`config.mk`:
```
export PLATFORM = sky130hd
export DESIGN_NAME = ads_cell
export DESIGN_NICKNAME = d
export VERILOG_FILES = /design/src/hw/rtl/ads_pkg.sv /design/src/hw/rtl/ads_cell.sv
export SDC_FILE = /design/constraint.sdc
export NUM_CORES = 1
export LEC_CHECK = 0
export ABC_AREA = 1
export BUFFER_PORTS_ARGS = -buffer_cell sky130_fd_sc_hd__buf_4
export CAP_MARGIN = 20
export CELL_PAD_IN_SITES_DETAIL_PLACEMENT = 2
export CELL_PAD_IN_SITES_GLOBAL_PLACEMENT = 2
export CORE_ASPECT_RATIO = 1.5
export CORE_MARGIN = 3
export CORE_UTILIZATION = 28
export DETAILED_ROUTE_END_ITERATION = 10
export PLACE_DENSITY_LB_ADDON = 0.1
export SETUP_SLACK_MARGIN = 0.4
export SYNTH_ARGS = -nofsm -noshare
export SYNTH_HDL_FRONTEND = slang
export SYNTH_SLANG_ARGS = --single-unit
export TNS_END_PERCENT = 1
```
`constraint.sdc`:
```
create_clock -name clk_i -period 2.92 [get_ports clk_i]
set_input_delay 0.876 -clock clk_i [delete_from_list [all_inputs] [get_ports clk_i]]
set_output_delay 0.876 -clock clk_i [all_outputs]
set_load 0.01 [all_outputs]
```
`src/hw/rtl/ads_pkg.sv`:
```
package ads_pkg;

  localparam int unsigned VALUE_BITS = 32;

  localparam logic OP_WRITE = 1'b1;

  localparam logic [VALUE_BITS-1:0] READ_MISS = '1;

  typedef struct packed {
    logic vld;
    logic wr;
    logic hit;
    logic alloc;
  } tok_ctrl_t;

endpackage

```
`src/hw/rtl/ads_cell.sv`:
```
module ads_cell import ads_pkg::*; #(
  parameter int unsigned ADDR_BITS = 16
) (
  input  logic                  clk_i,
  input  logic                  rst_ni,
  input  tok_ctrl_t             tok_i,
  input  logic [ADDR_BITS-1:0]  key_i,
  input  logic [VALUE_BITS-1:0] value_i,
  input  logic [VALUE_BITS-1:0] rdata_i,
  output tok_ctrl_t             tok_o,
  output logic [ADDR_BITS-1:0]  key_o,
  output logic [VALUE_BITS-1:0] value_o,
  output logic [VALUE_BITS-1:0] rdata_o,
  output logic                  valid_o
);

  logic                  valid_q;
  logic [ADDR_BITS-1:0]  key_q;
  logic [VALUE_BITS-1:0] value_q;

  tok_ctrl_t             tok_d, tok_q;
  logic [ADDR_BITS-1:0]  tkey_q;
  logic [VALUE_BITS-1:0] tvalue_q;
  logic [VALUE_BITS-1:0] rdata_d, rdata_q;

  logic match;
  logic claim;

  // valid entries always form a prefix, so the first free cell ends the search
  assign match = tok_i.vld && valid_q && (key_q == key_i);
  assign claim = tok_i.vld && tok_i.wr && !valid_q && !tok_i.hit && !tok_i.alloc;

  always_comb begin
    tok_d       = tok_i;
    tok_d.hit   = tok_i.hit | match;
    tok_d.alloc = tok_i.alloc | claim;
    rdata_d     = (match && !tok_i.wr) ? value_q : rdata_i;
  end

  always_ff @(posedge clk_i or negedge rst_ni) begin
    if (!rst_ni) begin
      valid_q <= 1'b0;
      tok_q   <= '0;
    end else begin
      tok_q <= tok_d;
      if (claim) begin
        valid_q <= 1'b1;
      end
    end
  end

  always_ff @(posedge clk_i) begin
    tkey_q   <= key_i;
    tvalue_q <= value_i;
    rdata_q  <= rdata_d;
    if (claim) begin
      key_q   <= key_i;
      value_q <= value_i;
    end else if (match && tok_i.wr) begin
      value_q <= value_i;
    end
  end

  assign tok_o   = tok_q;
  assign key_o   = tkey_q;
  assign value_o = tvalue_q;
  assign rdata_o = rdata_q;
  assign valid_o = valid_q;

endmodule

```
==> impl_metrics.json <==
{
  "met2_length_mm": 6.78,
  "max_freq_mhz": 499,
  "synth.avg_cell_area_sq_um": 11.7,
  "clockBufferDepth": 2,
  "pwr-share-seq_pct": 45.6,
  "hold_class": "primary input to async pin",
  "synth.area.mux_share_pct": 0,
  "rsz0062_at_grt": "no",
  "power.leakage_nw": 2.94,
  "period_share_pct": 68.6,
  "fillCellCount": 1549,
  "clock_power_share_pct": 47.7,
  "pwr-share-comb_pct": 6.6,
  "die_area_sq_um": 16100,
  "wl_met3_um": 702,
  "synth_top_flop_cell": "dfxtp_1",
  "die_y_um": 154,
  "slew_headroom_pct": 74.0,
  "crit_fanout": 32,
  "r2r-start": "valid_o",
  "clock_latency_ns": 0.41,
  "wl_per_cell_um": 15.9,
  "row_count": 53,
  "synthXorXnorAreaFrac_pct": 0.641,
  "synth_compound_area_share_pct": 0.367,
  "preCtsSetupSlack_ns": 0.516,
  "tritoncts": "yes",
  "drt_wl_total_mm": 11.7,
  "areaGrowthSynthToFinish_pct": 51.1,
  "cts_hold_buf": 0,
  "startpoint": "tok_i[3]",
  "setup_viol": 0,
  "multi_input_area_sq_um": 742,
  "routabilityCongestion": 0.699,
  "setup_tns_ns": 0,
  "io_buffers": 170,
  "drc": 0,
  "hold_viol": 0,
  "synth_edf_count": 48,
  "cp-end-kind": "flop",
  "placed_area_sq_um": 5610,
  "switchingPower_uw": 967,
  "yosysWarnings": 0,
  "p_per_area_nw_per_um2": 707,
  "final_cells": 739,
  "cts-root-buf": "clkbuf_16",
  "cts_setup_buffers": 0,
  "synth_cell_types": 20,
  "post-synth-top-count-cell": "nand2_1",
  "synth_top_area_share_pct": 39.1,
  "ant_nets": 0,
  "synth_cells": 349,
  "viasPerCell": 4.16,
  "critPathRequiredTime_ns": 3.01,
  "worstSetupPathType": "primary input to flop",
  "crit_arrival_ns": 2.10,
  "core-area_sq_um": 14200,
  "power.total_mw": 4.38,
  "cts_sinks": 133,
  "yosysTopAreaCell": "dfxtp_1",
  "synth_fa_ha_area_share_pct": 0,
  "grt_max_degree": 33,
  "wl_met1_mm": 4.02,
  "synth_top_family_by_area": "simple AND/OR/NAND/NOR gates",
  "top_layer_used": "met4",
  "syn_nets": 435,
  "synth_area_leaders": "dfxtp_1 (39%), edfxtp_1 (35%), nand2_1 (11%)",
  "start_util_pct": 28.9,
  "maxCapViolations": 0,
  "outcome": "complete, no violations",
  "gr-total-overflow": 0,
  "dp.cells": 707,
  "fin_area_sq_um": 6190,
  "grt_pass1_wl_mm": 18.8,
  "layout_setup_ws_ns": 0.916,
  "p_int_mw": 3.41,
  "synth_seq_cells": 133,
  "num_vias": 3077,
  "cts_buffers": 17,
  "n_antenna_cell": 0,
  "drtIter0Drc": 73,
  "cts-htree-levels": 4,
  "vdd_drop_max_mv": 0.299,
  "synthArstFlopShare_pct": 3.76,
  "worst_slew_pin_slew_ns": 0.389,
  "grt_util_all_layers_pct": 15.3,
  "synth-seq-area-share_pct": 77.3,
  "drive_gt1_share_pct": 38.8,
  "antenna_found_initial": 0,
  "fin_skew_ns": 0.0163,
  "switching_share_pct": 22.1,
  "first_pass_iters": 4,
  "startpoint_type": "primary input",
  "cts_resized": 0,
  "first_global_vias": 3477,
  "fin_nets": 620,
  "layout_min_cycle_time_ns": 2.00,
  "hpwl_mm": 8.56,
  "synthTopCellsByCount": "nand2_1 (116), dfxtp_1 (80), edfxtp_1 (48)",
  "fin_hold_ws_ns": 0.264,
  "maxSlewViolCount": 0,
  "synth_area_sq_um": 4100,
  "regArea_sq_um": 3170,
  "final_util_pct": 43.6,
  "synth-simple-area-share_pct": 17.0,
  "die_x_um": 105,
  "clk_transition_reported_paths_ns": 0.06,
  "ios": 171
}
worst max-delay path: stages:
cell,delay [ns]
buf_4,0.10
nand2_1,0.06
a21oi_1,0.16
nand2_1,0.07
nor2_1,0.16
nand3_2,0.17
nor2_8,0.11
nand2_1,0.07
nand2_2,0.08
buf_12,0.21
cells in the final DEF (no fill, tap or decap):
| master | count |
|---|---|
| clkbuf_1 | 1 |
| nand3_1 | 32 |
| xor2_1 | 1 |
| buf_4 | 174 |
| dfxtp_1 | 80 |
| dfrtp_1 | 5 |
| o21ai_0 | 2 |
| clkinv_4 | 3 |
| nor2_2 | 2 |
| clkbuf_16 | 17 |
| xnor2_1 | 2 |
| nand4_1 | 2 |
| nand2_1 | 115 |
| or2_2 | 1 |
| clkinv_2 | 1 |
| buf_12 | 1 |
| inv_1 | 34 |
| bufinv_16 | 2 |
| nor2_1 | 11 |
| clkinvlp_4 | 3 |
| inv_2 | 1 |
| nor2_8 | 1 |
| nand3_2 | 1 |
| edfxtp_1 | 48 |
| nand2_2 | 1 |
| a21oi_1 | 1 |
| inv_6 | 4 |
| clkinv_1 | 1 |
logic make-up after synthesis:
logic type	after synthesis
and+or+nand+nor	166
buffers and inverters	44
AOI/OAI and AO/OA	3
DFF	133
xor gates and xnor gates	3
path summary, 6_finish.rpt:
path                       cells after the start  slack [ns]         end
max in group asynchronous                      1        2.54     valid_o
hold / removal                                 1        0.26    tok_o[3]
setup reg to reg                               9        1.09  value_q[8]
min in group clk_i                             2        0.47  rdata_o[9]
hold reg to reg                                2        0.47  rdata_o[9]
setup / recovery                              10        0.92  value_q[8]
cell type report:
class / count / share of cell area (%)
tap: 192 / 3.88
sequential: 133 / 51.2
inverter: 35 / 2.12
clock buffer: 18 / 6.93
clock inverter: 14 / 2.47
multi-input combinational: 172 / 12.0
timing repair buffer: 175 / 21.4
layer usage:
layer / vias up / track usage (%)
li1: 1479 / -
met1: 1482 / 14.9
met2: 101 / 28.9
met3: 15 / 4.79
met4: 0 / 6.75
met5: - / 0
power by group through the flow:
stage                     clock network (mW)  registers, mW  logic, mW
final                                   2.09           2.00      0.291
after CTS                               2.15           2.00      0.300
after global placement                     0           2.04      0.290
after floorplan                            0           2.07     0.0433
after detailed placement                   0           2.04      0.298
after global routing                    2.23           2.00      0.323
sequential cells by signal, summed over array words and instances (netlist names):
signal	count
rdata_o	32
value_o	32
value_q	32
key_o	16
key_q	16
tok_o	4
valid_o	1
Note: power is estimated with default switching activity, not from simulation.
